File: src/rtl/assert_macros.svh
// Assertion helpers used by the RTL engine
`ifndef ASSERT_MACROS_SVH
`define ASSERT_MACROS_SVH

`ifndef SYNTH
`define ASSERT_IMP(lbl, ck, rn, a, b) \
    lbl: assert property (@(posedge ck) disable iff (!rn) (a) |-> (b)) \
        else $error("assertion failed");
`define ASSERT_NEXT(lbl, ck, rn, a, b) \
    lbl: assert property (@(posedge ck) disable iff (!rn) (a) |=> (b)) \
        else $error("assertion failed");
`else
`define ASSERT_IMP(lbl, ck, rn, a, b)
`define ASSERT_NEXT(lbl, ck, rn, a, b)
`endif

`endif

File: src/rtl/hbmt_pkg.sv
package hbmt_pkg;

    localparam int DEPTH = 32;
    localparam int IDX_W = (DEPTH > 1) ? $clog2(DEPTH) : 1;
    localparam int CNT_W = $clog2(DEPTH + 1);

    localparam logic [7:0] PING_PERIOD_RST  = 8'd5;
    localparam logic [7:0] REMOVE_DELAY_RST = 8'd20;

    typedef enum logic [1:0] {
        CMD_JOIN   = 2'd0,
        CMD_JREPLY = 2'd1,
        CMD_HB     = 2'd2,
        CMD_TICK   = 2'd3
    } cmd_t;

    typedef enum logic [2:0] {
        K_HB      = 3'd0,
        K_REPLY   = 3'd1,
        K_ADDED   = 3'd2,
        K_REMOVED = 3'd3,
        K_UPDATED = 3'd4,
        K_STALE   = 3'd5,
        K_DUP     = 3'd6,
        K_FULL    = 3'd7
    } kind_t;

    typedef enum logic [2:0] {
        CFG_OWN_ID       = 3'd0,
        CFG_OWN_PORT     = 3'd1,
        CFG_PING_PERIOD  = 3'd2,
        CFG_REMOVE_DELAY = 3'd3,
        CFG_STARTS_GROUP = 3'd4
    } cfg_idx_t;

    typedef enum logic [3:0] {
        ST_IDLE,
        ST_SEARCH,
        ST_DECIDE,
        ST_REPLY_SCAN,
        ST_JOIN_HB,
        ST_PURGE,
        ST_HB_SCAN,
        ST_DONE
    } state_t;

    typedef struct packed {
        cmd_t        cmd;
        logic [31:0] id;
        logic [15:0] port;
        logic [31:0] hb;
    } item_t;

    typedef struct packed {
        logic [31:0] id;
        logic [15:0] port;
        logic [31:0] hb;
        logic [31:0] seen;
    } entry_t;

    typedef struct packed {
        kind_t       kind;
        logic [31:0] dest_id;
        logic [15:0] dest_port;
        logic [31:0] entry_id;
        logic [15:0] entry_port;
        logic [31:0] entry_hb;
    } result_t;

    typedef struct packed {
        logic    valid;
        logic    done;
        result_t res;
    } emit_t;

endpackage

File: src/rtl/hbmt_out.sv
module hbmt_out
    import hbmt_pkg::*;
(
    input  logic         clk,
    input  logic         rst_n,
    input  emit_t        emit,
    output logic         room,
    output logic         m_tvalid,
    input  logic         m_tready,
    output logic [127:0] m_tdata,  // dest_id, dest_port, entry_id, entry_port, entry_heartbeat
    output logic [2:0]   m_tuser,  // kind
    output logic         m_tlast
);

    result_t pend_reg;
    logic    pend_valid_reg;
    result_t out_reg;
    logic    out_valid_reg;
    logic    last_reg;

    assign room     = !out_valid_reg || m_tready;
    assign m_tvalid = out_valid_reg;
    assign m_tuser  = out_reg.kind;
    assign m_tlast  = last_reg;
    assign m_tdata  = {out_reg.entry_hb, out_reg.entry_port, out_reg.entry_id,
                       out_reg.dest_port, out_reg.dest_id};

    always_ff @(posedge clk or negedge rst_n)
    begin
        if (!rst_n)
        begin
            pend_valid_reg <= 1'b0;
            out_valid_reg  <= 1'b0;
        end
        else if (room && (emit.valid || (emit.done && pend_valid_reg)))
        begin
            out_valid_reg  <= pend_valid_reg;
            pend_valid_reg <= emit.valid;
        end
        else if (m_tready)
        begin
            out_valid_reg <= 1'b0;
        end
    end

    always_ff @(posedge clk)
    begin
        if (room && (emit.valid || emit.done) && pend_valid_reg)
        begin
            out_reg  <= pend_reg;
            last_reg <= emit.done;
        end
        if (room && emit.valid)
            pend_reg <= emit.res;
    end

endmodule

File: config.mk
export PLATFORM = sky130hd
export DESIGN_NAME = hbmt_out
export DESIGN_NICKNAME = d
export VERILOG_FILES = /design/src/rtl/assert_macros.svh /design/src/rtl/hbmt_pkg.sv /design/src/rtl/hbmt_out.sv
export SDC_FILE = /design/constraint.sdc
export NUM_CORES = 1
export LEC_CHECK = 0
export ABC_AREA = 1
export BUFFER_PORTS_ARGS = -buffer_cell sky130_fd_sc_hd__buf_4
export CORE_MARGIN = 1.5
export CORE_UTILIZATION = 40
export DETAILED_ROUTE_END_ITERATION = 10
export GPL_TIMING_DRIVEN = 1
export PLACE_DENSITY = 0.69
export SYNTH_ARGS = -nofsm -noshare
export SYNTH_HDL_FRONTEND = slang
export SYNTH_SLANG_ARGS = --single-unit
export TNS_END_PERCENT = 50
File: constraint.sdc
create_clock -name clk -period 6.1 [get_ports clk]
set_input_delay 0.61 -clock clk [delete_from_list [all_inputs] [get_ports clk]]
set_output_delay 0.61 -clock clk [all_outputs]
set_load 0.02 [all_outputs]
==> results.cfg <==
[outcome]
status = complete, no violations

[clock_network]
postCtsSetupRepairBufs = 0
clockBufferDepth = 3
cts-buffers-inserted = 26
clk_latency_ns = 0.52
htree_levels = 1
cts_sinks = 265
clkTransAtPathRegs_ns = 0.06
clockRootBuffer = clkbuf_16
cts_tree = built

[critical_path]
end_kind = flip-flop
critPathKind = flip-flop to flip-flop
slowest_delay_ns = 0.73
crit_slowest_cell = buf_4
critPathTopFamily = buffers and inverters
critPathRequiredTime_ns = 6.23
cp_cell_sequence = nand2_4, nand2_1, inv_6, buf_4
arrival_ns = 2.43
worstSetupStartpointType = flip-flop
path_max_fanout = 66
critical_path_buf_inv_count = 2

[cells_and_area]
post-route-cell-area_um2 = 11200
area_growth_pct = 40.4
antenna_cells = 0
largest_reg_flops = 131
drive_gt1_frac = 0.523
fin_nets = 713
stdcell_count = 860
fin_util = 0.575

[yosys]
synth_warnings = 0
synth_seq_cells = 265
synth_fp_nets = 412
avgSynthCellArea_um2 = 29.0
yosysSeqAreaShare = 0.993
synthCells = 276
synth_area_um2 = 8000
synth_cell_types = 9

[place]
dp_hpwl_mm = 10.0
portBuffers = 269
pre_cts_ws_ns = 3.47
dp_cells = 813
gp_congestion = 0.728
place_area_um2 = 10400

[timing]
period_needed_ns = 2.30
fin_setup_tns_ns = 0
finalSetupViolations = 0
whs_ns = 0.268
fin_worst_skew_ns = 0.0164
slew_headroom = 0.408
clock.fmax_ghz = 0.435
fin_crit_sh = 0.377
rsz0062_at_grt = no
slew_viol_final = 0
hold_violations = 0
timing.final.ws_setup_ns = 3.80
tightest_slew_ns = 0.888

[global_route]
grt_max_degree = 72
antenna_found_initial = 1
grt_first_pass_wirelength_mm = 20.3
grt_pass1_vias = 3877
grt-ovfl-total = 0
grt_usage = 0.129

[route]
wl_per_cell_um = 16.6
dr_total_vias = 3732
vias_per_cell = 4.34
drc = 0
dr.first_iter.drc_count = 190
routed_wl_mm = 14.2
antenna_left = 0
drt_first_pass_iters = 4

[floorplanning]
fp.coreArea_um2 = 19500
placementRows = 51
ioPinCount = 270
dieArea_um2 = 20900
fp.dieH_um = 144
initial_core_util = 0.410
die_w_um = 144

[pwr]
power.leakage_nw = 4.29
finalPower_mw = 4.21
vdd_drop_max_mv = 0.261
cellPowerDensity_nw_per_um2 = 375

[flow_run]
max_cap_viol_count = 0

[worst_hold_path]
hold_class = primary input to flip-flop
-- placed cells by master, fill, tap and decap left out --
master         netlist  routed
buf_4                0     272
edfxtp_1           263     263
clkbuf_16            0      27
clkbuf_1             0       6
clkinv_1             0       6
nand2_1              4       4
bufinv_16            0       3
clkinv_2             0       3
inv_6                0       2
dfrtp_1              2       2
inv_2                1       1
nand2_4              1       1
inv_1                2       1
o21ai_1              1       1
nor2_4               0       1
nand2_2              1       1
dlygate4sd3_1        0       1
-- cell families after synthesis --
| logic type | count (synthesis) | synth area share |
|---|---|---|
| flops | 265 | 0.993 |
| simple gates | 7 | 0.00453 |
| buf+inv | 3 | 0.00141 |
| compound gates | 1 | 0.000625 |
-- cell type report --
| type | count | area, um2 |
|---|---|---|
| Tap cell | 265 | 332 |
| Fill cell | 1460 | 8300 |
| Timing Repair Buffer | 273 | 2050 |
| Clock inverter | 13 | 136 |
| Multi-Input combinational cell | 8 | 48.8 |
| Inverter | 3 | 16.3 |
| Clock buffer | 33 | 698 |
| Sequential cell | 265 | 7950 |
-- synthesized netlist by cell type --
cell,number,area (um2)
edfxtp_1,263,7900
nand2_1,4,15.0
dfrtp_1,2,50.1
inv_1,2,7.51
inv_2,1,3.75
nand2_2,1,6.26
nand2_4,1,11.3
nor2_1,1,3.75
o21ai_1,1,5.00
-- report_power, final --
part / internal (mW) / leakage (nW) / switching [mW]
sequential: 2.21 / 2.52 / 0.0437
combinational: 0.166 / 1.35 / 0.248
clock: 0.931 / 0.408 / 0.610
total: 3.30 / 4.29 / 0.902
-- path summary, 6_finish.rpt --
path | start | to | slack, ns | cells past startpoint
max | m_tvalid | pend_reg[22] | 3.80 | 4
min | emit[87] | pend_reg[87] | 0.27 | 1
max reg2reg | m_tvalid | pend_reg[22] | 3.80 | 4
min reg2reg | pend_reg[58] | m_tdata[58] | 0.40 | 0
max in group asynchronous | rst_n | m_tvalid | 5.58 | 2
min in group asynchronous | rst_n | pend_valid_reg | 0.44 | 2
-- routing by layer --
layer	track usage	up-vias	part of all wire
li1	-	1723	-
met4	0.0425	2	0.020
met1	0.145	1794	0.35
met5	0	-	0.0013
met2	0.225	185	0.52
met3	0.0517	28	0.11
-- repair_timing --
action                                  in CTS  in global routing
resized for setup                            0                  0
hold buffers                                 1                  0
endpoints found under the setup margin       0                  0
hold endpoints to repair                     2                  0
No activity file was read; power rests on OpenSTA's default activity.
