==> src/rtl/assert_macros.svh <==
// Assertion helpers used by the RTL engine
`ifndef ASSERT_MACROS_SVH
`define ASSERT_MACROS_SVH

`ifndef SYNTH
`define ASSERT_IMP(lbl, ck, rn, a, b) \
    lbl: assert property (@(posedge ck) disable iff (!rn) (a) |-> (b)) \
        else $error("assertion failed");
`define ASSERT_NEXT(lbl, ck, rn, a, b) \
    lbl: assert property (@(posedge ck) disable iff (!rn) (a) |=> (b)) \
        else $error("assertion failed");
`else
`define ASSERT_IMP(lbl, ck, rn, a, b)
`define ASSERT_NEXT(lbl, ck, rn, a, b)
`endif

`endif

==> src/rtl/hbmt_pkg.sv <==
package hbmt_pkg;

    localparam int DEPTH = 32;
    localparam int IDX_W = (DEPTH > 1) ? $clog2(DEPTH) : 1;
    localparam int CNT_W = $clog2(DEPTH + 1);

    localparam logic [7:0] PING_PERIOD_RST  = 8'd5;
    localparam logic [7:0] REMOVE_DELAY_RST = 8'd20;

    typedef enum logic [1:0] {
        CMD_JOIN   = 2'd0,
        CMD_JREPLY = 2'd1,
        CMD_HB     = 2'd2,
        CMD_TICK   = 2'd3
    } cmd_t;

    typedef enum logic [2:0] {
        K_HB      = 3'd0,
        K_REPLY   = 3'd1,
        K_ADDED   = 3'd2,
        K_REMOVED = 3'd3,
        K_UPDATED = 3'd4,
        K_STALE   = 3'd5,
        K_DUP     = 3'd6,
        K_FULL    = 3'd7
    } kind_t;

    typedef enum logic [2:0] {
        CFG_OWN_ID       = 3'd0,
        CFG_OWN_PORT     = 3'd1,
        CFG_PING_PERIOD  = 3'd2,
        CFG_REMOVE_DELAY = 3'd3,
        CFG_STARTS_GROUP = 3'd4
    } cfg_idx_t;

    typedef enum logic [3:0] {
        ST_IDLE,
        ST_SEARCH,
        ST_DECIDE,
        ST_REPLY_SCAN,
        ST_JOIN_HB,
        ST_PURGE,
        ST_HB_SCAN,
        ST_DONE
    } state_t;

    typedef struct packed {
        cmd_t        cmd;
        logic [31:0] id;
        logic [15:0] port;
        logic [31:0] hb;
    } item_t;

    typedef struct packed {
        logic [31:0] id;
        logic [15:0] port;
        logic [31:0] hb;
        logic [31:0] seen;
    } entry_t;

    typedef struct packed {
        kind_t       kind;
        logic [31:0] dest_id;
        logic [15:0] dest_port;
        logic [31:0] entry_id;
        logic [15:0] entry_port;
        logic [31:0] entry_hb;
    } result_t;

    typedef struct packed {
        logic    valid;
        logic    done;
        result_t res;
    } emit_t;

endpackage

==> src/rtl/hbmt_front.sv <==
module hbmt_front
    import hbmt_pkg::*;
(
    input  logic        clk,
    input  logic        rst_n,
    input  logic        s_tvalid,
    output logic        s_tready,
    input  logic [79:0] s_tdata,   // member_id, member_port, heartbeat_value
    input  logic [1:0]  s_tuser,   // command
    output logic        item_valid,
    input  logic        item_ready,
    output item_t       item
);

    item_t       q_reg [2];
    logic        wp_reg, wp_next;
    logic        rp_reg, rp_next;
    logic [1:0]  cnt_reg, cnt_next;
    logic        push, pop;
    item_t       in_item;

    assign s_tready   = (cnt_reg != 2'd2);
    assign item_valid = (cnt_reg != 2'd0);
    assign item       = q_reg[rp_reg];
    assign push       = s_tvalid && s_tready;
    assign pop        = item_valid && item_ready;

    always_comb
    begin
        in_item.cmd  = cmd_t'(s_tuser);
        in_item.id   = s_tdata[31:0];
        in_item.port = s_tdata[47:32];
        in_item.hb   = s_tdata[79:48];
        wp_next      = push ? ~wp_reg : wp_reg;
        rp_next      = pop ? ~rp_reg : rp_reg;
        cnt_next     = cnt_reg + {1'b0, push} - {1'b0, pop};
    end

    always_ff @(posedge clk or negedge rst_n)
    begin
        if (!rst_n)
        begin
            wp_reg  <= 1'b0;
            rp_reg  <= 1'b0;
            cnt_reg <= 2'd0;
        end
        else
        begin
            wp_reg  <= wp_next;
            rp_reg  <= rp_next;
            cnt_reg <= cnt_next;
        end
    end

    always_ff @(posedge clk)
    begin
        if (push)
        begin
            q_reg[wp_reg] <= in_item;
        end
    end

endmodule

==> config.mk <==
export PLATFORM = sky130hd
export DESIGN_NAME = hbmt_front
export DESIGN_NICKNAME = d
export VERILOG_FILES = /design/src/rtl/assert_macros.svh /design/src/rtl/hbmt_pkg.sv /design/src/rtl/hbmt_front.sv
export SDC_FILE = /design/constraint.sdc
export NUM_CORES = 1
export LEC_CHECK = 0
export BUFFER_PORTS_ARGS = -buffer_cell sky130_fd_sc_hd__buf_2
export CAP_MARGIN = 30
export CORE_MARGIN = 4
export CORE_UTILIZATION = 30
export CTS_CLUSTER_DIAMETER = 30
export CTS_CLUSTER_SIZE = 20
export DETAILED_ROUTE_END_ITERATION = 8
export HOLD_SLACK_MARGIN = 0.08
export PLACE_DENSITY = 0.46
export SYNTH_ARGS = -nofsm -noshare
export SYNTH_HDL_FRONTEND = slang
export SYNTH_SLANG_ARGS = --single-unit
==> constraint.sdc <==
create_clock -name clk -period 13.15 [get_ports clk]
set_input_delay 1.315 -clock clk [delete_from_list [all_inputs] [get_ports clk]]
set_output_delay 1.315 -clock clk [all_outputs]
set_load 0.005 [all_outputs]
==> results.py, run 1 <==
metrics = {
    "routing": {
        "vias": 3128,
        "wl_um": 12200,
        "wl_per_cell_um": 16.44,
        "drt_iter0_drc": 166,
        "drtPass1Iterations": 4,
        "drtAntennaViolNets": 0,
        "routed_via_density": 4.216,
        "route.detailed.drc": 0,
    },
    "power": {
        "switching_share_pct": 26.32,
        "p_sw_uw": 469.4,
        "cellLeakagePower_uw": 0.003194,
        "p_total_uw": 1783,
        "p_clk_share_pct": 27.1,
        "vdd_drop_max_mv": 0.1092,
        "pwr-share-seq_pct": 44.6,
        "p_per_area_nw_per_um2": 219.4,
        "combPwrFrac_pct": 28.3,
        "p_int_uw": 1314,
    },
    "timing": {
        "timing.final.crit_share_pct": 30.18,
        "tns_ns": 0,
        "finalCriticalPeriod_ns": 3.969,
        "tightest_slew_ns": 0.7871,
        "fmax_mhz": 251.9,
        "hold_violations": 0,
        "rsz0062_at_grt": "no",
        "drv_slew": 0,
        "fin_skew_ns": 0.009116,
        "setup_viol": 0,
        "relSlewSlack_pct": 47.53,
    },
    "synthesis": {
        "ys_ff_latch": 168,
        "syn_area_um2": 6464,
        "synth_fa_ha_area_share_pct": 0.3871,
        "yosysSeqAreaShare_pct": 77.74,
        "synth.avg_cell_area_um2": 23.76,
        "synth_top_family_by_area": "multiplexers",
        "synth_cells": 272,
        "synth_mux_area_share_pct": 18.35,
        "synth_xor_area_share_pct": 0.5420,
        "synth_cell_types": 17,
        "syn_nets": 360,
        "synth_compound_area_share_pct": 0,
        "yosysWarnings": 0,
        "post_synth_and_or_nand_nor_area_fraction_pct": 0.5033,
    },
    "worst_setup_path": {
        "end_kind": "output pin",
        "crit_family": "flip-flops",
        "arrival_ns": 2.65,
        "crit_path_max_fanout": 43,
        "r2r_slack_ns": 10.92,
        "crit_type": "flop to output pin",
        "cpMaxStageDelayCell": "dfrtp_4",
        "r2r_end": "q_reg[0][80]$_DFFE_PP_",
        "max_stage_delay_ns": 0.93,
        "cp-start-kind": "flop",
        "path_buf_inv": 2,
        "path_cells": "buf_4 > mux2_2 > buf_2",
        "reg2reg_depth": 5,
        "r2r_start": "cnt_reg[0]$_DFF_PN0_",
        "critPathRequiredTime_ns": 11.84,
    },
    "worst_hold_path": {
        "hold-path-cell-count": 1,
        "hold_path.class": "flop to flop",
        "hold_path_end": "cnt_reg[0]$_DFF_PN0_",
        "holdCritStartpoint": "cnt_reg[0]$_DFF_PN0_",
    },
    "grt": {
        "met2_usage_pct": 16.22,
        "busiest_layer": "met2",
        "overflow": 0,
        "use_met1_pct": 12.17,
        "grt.total_usage_pct": 10.24,
        "grt_pass1_wl_um": 18530,
        "grt_max_degree": 52,
        "first_global_vias": 3400,
        "grt_use_met3_pct": 5.372,
        "antenna_found_initial": 1,
    },
    "clock_network": {
        "cts_tree": "built",
        "cts_sinks": 168,
        "post_cts_resized": 0,
        "htreeDepth": 4,
        "ctsHoldBuffers": 0,
        "clk_latency_ns": 0.41,
        "clockBufferDepth": 2,
        "root_buffer": "clkbuf_16",
        "cts_setup_buffers": 0,
        "cts_made_buffers": 17,
        "cts.clk_slew.worst_paths_ns": 0.06,
    },
    "layout": {
        "drive_gt1_share_pct": 60.39,
        "nFillCells": 1983,
        "diodes": 0,
        "final_common_cell": "buf_2",
        "syn2layout_area_growth_pct": 25.73,
        "largest_register_ffs": 164,
        "final_nets": 543,
        "final_cell_mix": "buf_2, edfxtp_1, mux2_4, clkbuf_16, mux2_2",
    },
    "floorplan": {
        "io_pins": 170,
        "initial_core_util_pct": 30.65,
        "die_h_um": 154.8,
        "rows": 53,
        "dieWidth_um": 154.8,
        "core_um2": 21090,
        "die_area_um2": 23960,
    },
    "placement": {
        "gp_congestion": 0.6513,
        "io_buffers": 169,
        "dp_hpwl_um": 7972,
    },
    "outcome": {
        "outcome": "finished, final reports clean",
    },
    "flow_run": {
        "drv_cap": 0,
    },
}
[per-stage QoR]
step | std cells | cell area [µm²] | worst slack, ns | util [%] | hold WS, ns
2_1_floorplan | 272 | 6464 | 7.799 | - | 0.4608
3_3_place_gp | 710 | 7536 | 9.545 | 35.74 | 0.4968
3_5_place_dp | 711 | 7556 | 9.523 | 35.83 | 0.5292
4_1_cts | 742 | 8127 | 9.064 | 38.54 | 0.5434
5_1_grt | 742 | 8127 | 8.980 | 38.54 | 0.5858
6_report | 742 | 8127 | 9.181 | 38.54 | 0.5354
[cells by family after synthesis]
| family | after synthesis |
|---|---|
| buffers and inverters | 10 |
| adder cells (fa/ha/maj) | 2 |
| multiplexers | 82 |
| flip-flops | 168 |
| XOR/XNOR | 4 |
| AND/OR/NAND/NOR | 6 |
[layout make-up]
class	count	area (µm²)	share of cell area, %
sequential	168	5029	61.88
multi-input combinational	94	1291	15.89
timing repair buffer	173	888.4	10.93
clock buffer	22	444.2	5.466
tap	275	344.1	4.234
clock inverter	9	126.4	1.555
inverter	1	3.754	0.04619
[Yosys cell counts]
cell,instances,area (µm²)
mux2_2,12,135.1
nand2b_1,1,6.260
ha_1,2,25.02
or2_1,1,6.260
buf_2,1,5.000
edfxtp_1,164,4925
mux2_4,70,1051
and2_1,1,6.260
buf_12,7,140.1
inv_1,1,3.750
xor2_1,1,8.760
dfrtp_1,4,100.1
xnor2_1,3,26.28
and3_1,1,6.260
buf_6,1,11.26
nor2_1,1,3.750
nand2_1,1,3.750
[power groups by stage]
stage          clock network (µW)  logic (µW)  registers (µW)
2_1_floorplan                   0         389             777
3_3_place_gp                    0         515             806
3_5_place_dp                    0         521             811
4_1_cts                       501         523             800
5_1_grt                       529         553             809
6_report                      484         504             795
[layer usage]
metal | part of all wire (%) | vias up
li1 | - | 1442
met1 | 42 | 1569
met2 | 48 | 107
met3 | 8.9 | 8
met4 | 0.90 | 2
met5 | 0.090 | -
[worst max path at each step]
stage,start,end,depth (start not counted)
floorplan,s_tvalid,q_reg[0][0]$_DFFE_PP_,2
global placement,rp_reg$_DFFE_PN0P_,item[80],3
detailed placement,rp_reg$_DFFE_PN0P_,item[80],3
CTS,rp_reg$_DFFE_PN0P_,item[72],3
global route,rp_reg$_DFFE_PN0P_,item[0],3
finish,rp_reg$_DFFE_PN0P_,item[72],3
Note: power is estimated with default switching activity, not from simulation.
==> inputs of run 2 (changes only) <==
ABC_AREA = 1   (was not set)
PLACE_DENSITY = 0.47   (was 0.46)
clock period = 3.8 ns   (was 13.15 ns; I/O delays follow)
==> results.py, run 2 <==
metrics = {
    "routing": {
        "drtAntennaViolNets": 0,
        "wl_um": 13450,
        "wl_per_cell_um": 14.57,
        "vias": 3852,
        "drt_iter0_drc": 135,
        "routed_via_density": 4.173,
        "route.detailed.drc": 0,
        "drtPass1Iterations": 4,
    },
    "power": {
        "cellLeakagePower_uw": 0.003400,
        "p_total_uw": 6032,
        "switching_share_pct": 31.85,
        "vdd_drop_max_mv": 0.3186,
        "p_sw_uw": 1921,
        "p_int_uw": 4111,
        "p_clk_share_pct": 27.9,
        "combPwrFrac_pct": 28.7,
        "pwr-share-seq_pct": 43.4,
        "p_per_area_nw_per_um2": 760.8,
    },
    "grt": {
        "first_global_vias": 4088,
        "busiest_layer": "met2",
        "grt_pass1_wl_um": 21310,
        "grt.total_usage_pct": 11.72,
        "overflow": 0,
        "met2_usage_pct": 20.07,
        "grt_max_degree": 84,
        "grt_use_met3_pct": 4.345,
        "antenna_found_initial": 1,
        "use_met1_pct": 13.10,
    },
    "placement": {
        "dp_hpwl_um": 8691,
        "gp_congestion": 0.6919,
        "post_dp_cell_area_um2": 7341,
        "io_buffers": 169,
        "place_ws_ns": 1.618,
    },
    "worst_setup_path": {
        "crit_cells": 4,
        "path_buf_inv": 2,
        "reg2reg_depth": 5,
        "endpoint": "item[8]",
        "startpoint": "rp_reg$_DFFE_PN0P_",
        "cpMaxStageDelayCell": "buf_4",
        "r2r_end": "q_reg[0][8]$_DFFE_PP_",
        "arrival_ns": 1.92,
        "end_kind": "output pin",
        "crit_family": "buffers and inverters",
        "cp_common_cell": "nand2_1",
        "crit_path_max_fanout": 83,
        "r2r_start": "cnt_reg[0]$_DFF_PN0_",
        "crit_type": "flop to output pin",
        "path_cells": "buf_4 > nand2_1 > nand2_1 > buf_2",
        "max_stage_delay_ns": 0.72,
        "cp-start-kind": "flop",
        "r2r_slack_ns": 1.71,
        "critPathRequiredTime_ns": 3.42,
    },
    "floorplan": {
        "rows": 52,
        "core_um2": 20360,
        "die_area_um2": 23230,
        "initial_core_util_pct": 30.73,
        "io_pins": 170,
        "dieWidth_um": 152.4,
        "die_h_um": 152.4,
    },
    "layout": {
        "final_common_cell": "nand2_1",
        "final_nets": 727,
        "final_cell_area_um2": 7929,
        "syn2layout_area_growth_pct": 26.71,
        "largest_register_ffs": 164,
        "final_cell_mix": "nand2_1, buf_2, edfxtp_1, clkbuf_16",
        "drive_gt1_share_pct": 32.21,
    },
    "clock_network": {
        "htreeDepth": 4,
        "cts_setup_buffers": 0,
        "cts_sinks": 168,
        "cts_tree": "built",
        "clk_latency_ns": 0.42,
        "cts_made_buffers": 17,
        "post_cts_resized": 0,
        "clockBufferDepth": 2,
        "root_buffer": "clkbuf_16",
        "cts.clk_slew.worst_paths_ns": 0.07,
        "ctsHoldBuffers": 1,
    },
    "timing": {
        "fmax_mhz": 434.5,
        "tns_ns": 0,
        "layout_setup_ws_ns": 1.499,
        "drv_slew": 0,
        "rsz0062_at_grt": "no",
        "relSlewSlack_pct": 37.47,
        "finalCriticalPeriod_ns": 2.301,
        "setup_viol": 0,
        "tightest_slew_ns": 0.9380,
        "timing.final.crit_share_pct": 60.56,
        "fin_skew_ns": 0.008050,
        "hold_violations": 0,
    },
    "outcome": {
        "outcome": "finished, final reports clean",
    },
    "synthesis": {
        "synthTopCellsByCount": "nand2_1, edfxtp_1, buf_6",
        "synth_area_leaders": "edfxtp_1, nand2_1, buf_6, dfrtp_1, inv_1",
        "syn_area_um2": 6257,
        "synth-edff-count": 164,
        "yosysWarnings": 0,
        "synth-async-reset-ratio_pct": 2.381,
        "synth_most_common_cell": "nand2_1",
        "yosysTopAreaCell": "edfxtp_1",
        "yosysSeqAreaShare_pct": 80.30,
        "ys_ff_latch": 168,
        "syn_nets": 548,
        "synth_cells": 460,
        "synth.avg_cell_area_um2": 13.60,
        "synth_cell_types": 11,
        "synth_top_area_share_pct": 78.70,
        "synthFlopType": "edfxtp_1",
    },
    "flow_run": {
        "drv_cap": 0,
    },
    "worst_hold_path": {
        "hold_path.class": "input port to flop",
    },
}
[run 2: cell types whose count changed in the layout (fill, tap and decap cells not counted), moves of 2 or more]
cell / previous run / this run
inv_1: 1 / 7
clkbuf_1: 5 / 0
mux2_2: 12 / 0
inv_6: 0 / 2
xnor2_1: 3 / 0
buf_4: 3 / 7
mux2_4: 70 / 0
nand2_1: 1 / 259
clkinv_2: 1 / 3
nand3_1: 0 / 3
[run 2: power by group through the flow]
stage               logic [µW]  clock network [µW]  registers, µW
floorplan                 1060                   0           2670
global placement          1780                   0           2650
detailed placement        1820                   0           2660
CTS                       1830                1740           2620
global route              1990                1820           2650
finish                    1730                1680           2620
[run 2: cell families (layout without fill, tap and decap cells)]
| family | Yosys count | after routing | share of synthesized area, % |
|---|---|---|---|
| adder cells (fa/ha/maj) | 2 | 2 | 0.3999 |
| buffers and inverters | 27 | 219 | 3.459 |
| AND/OR/NAND/NOR | 263 | 263 | 15.84 |
| flip-flops | 168 | 168 | 80.30 |
| other | 0 | 1 | 0 |
[run 2: worst min-delay path by stage]
stage                startpoint  depth (start not counted)  slack (ns)                     end
floorplan                 rst_n                          0        0.08    cnt_reg[0]$_DFF_PN0_
global placement          rst_n                          1        0.19    cnt_reg[0]$_DFF_PN0_
detailed placement        rst_n                          1        0.20      wp_reg$_DFFE_PN0N_
CTS                 s_tdata[65]                          1        0.12  q_reg[1][17]$_DFFE_PP_
global route        s_tdata[65]                          1        0.12  q_reg[1][17]$_DFFE_PP_
finish              s_tdata[71]                          1        0.15  q_reg[1][23]$_DFFE_PP_
[run 2: metrics by stage]
step	std cells	utilization (%)	hold WS, ns
after floorplan	460	-	0.08441
after global placement	888	35.95	0.1906
after detailed placement	889	36.05	0.1981
after CTS	922	38.92	0.1177
after global routing	923	38.93	0.1184
final	923	38.93	0.1458
[run 2: metal layers]
metal  part of all wire (%)  wire (µm)
met1                     41       5563
met4                    2.5        337
met2                     50       6731
met3                    6.1        820
met5                      0          0
[run 2: final cells by class]
class / instances / area, µm²
multi-input combinational: 265 / 1023
timing repair buffer: 178 / 928.4
inverter: 9 / 35.03
clock buffer: 17 / 425.4
tap: 270 / 337.8
antenna: 1 / 2.502
sequential: 168 / 5026
clock inverter: 15 / 150.1
fill: 1985 / 12440
[run 2: worst register-to-register path: cells and delay by family (launching register included)]
kind / cells / cell delay (ns)
DFF: 1 / 0.38
buffers and inverters: 3 / 1.22
and+or+nand+nor: 2 / 0.19
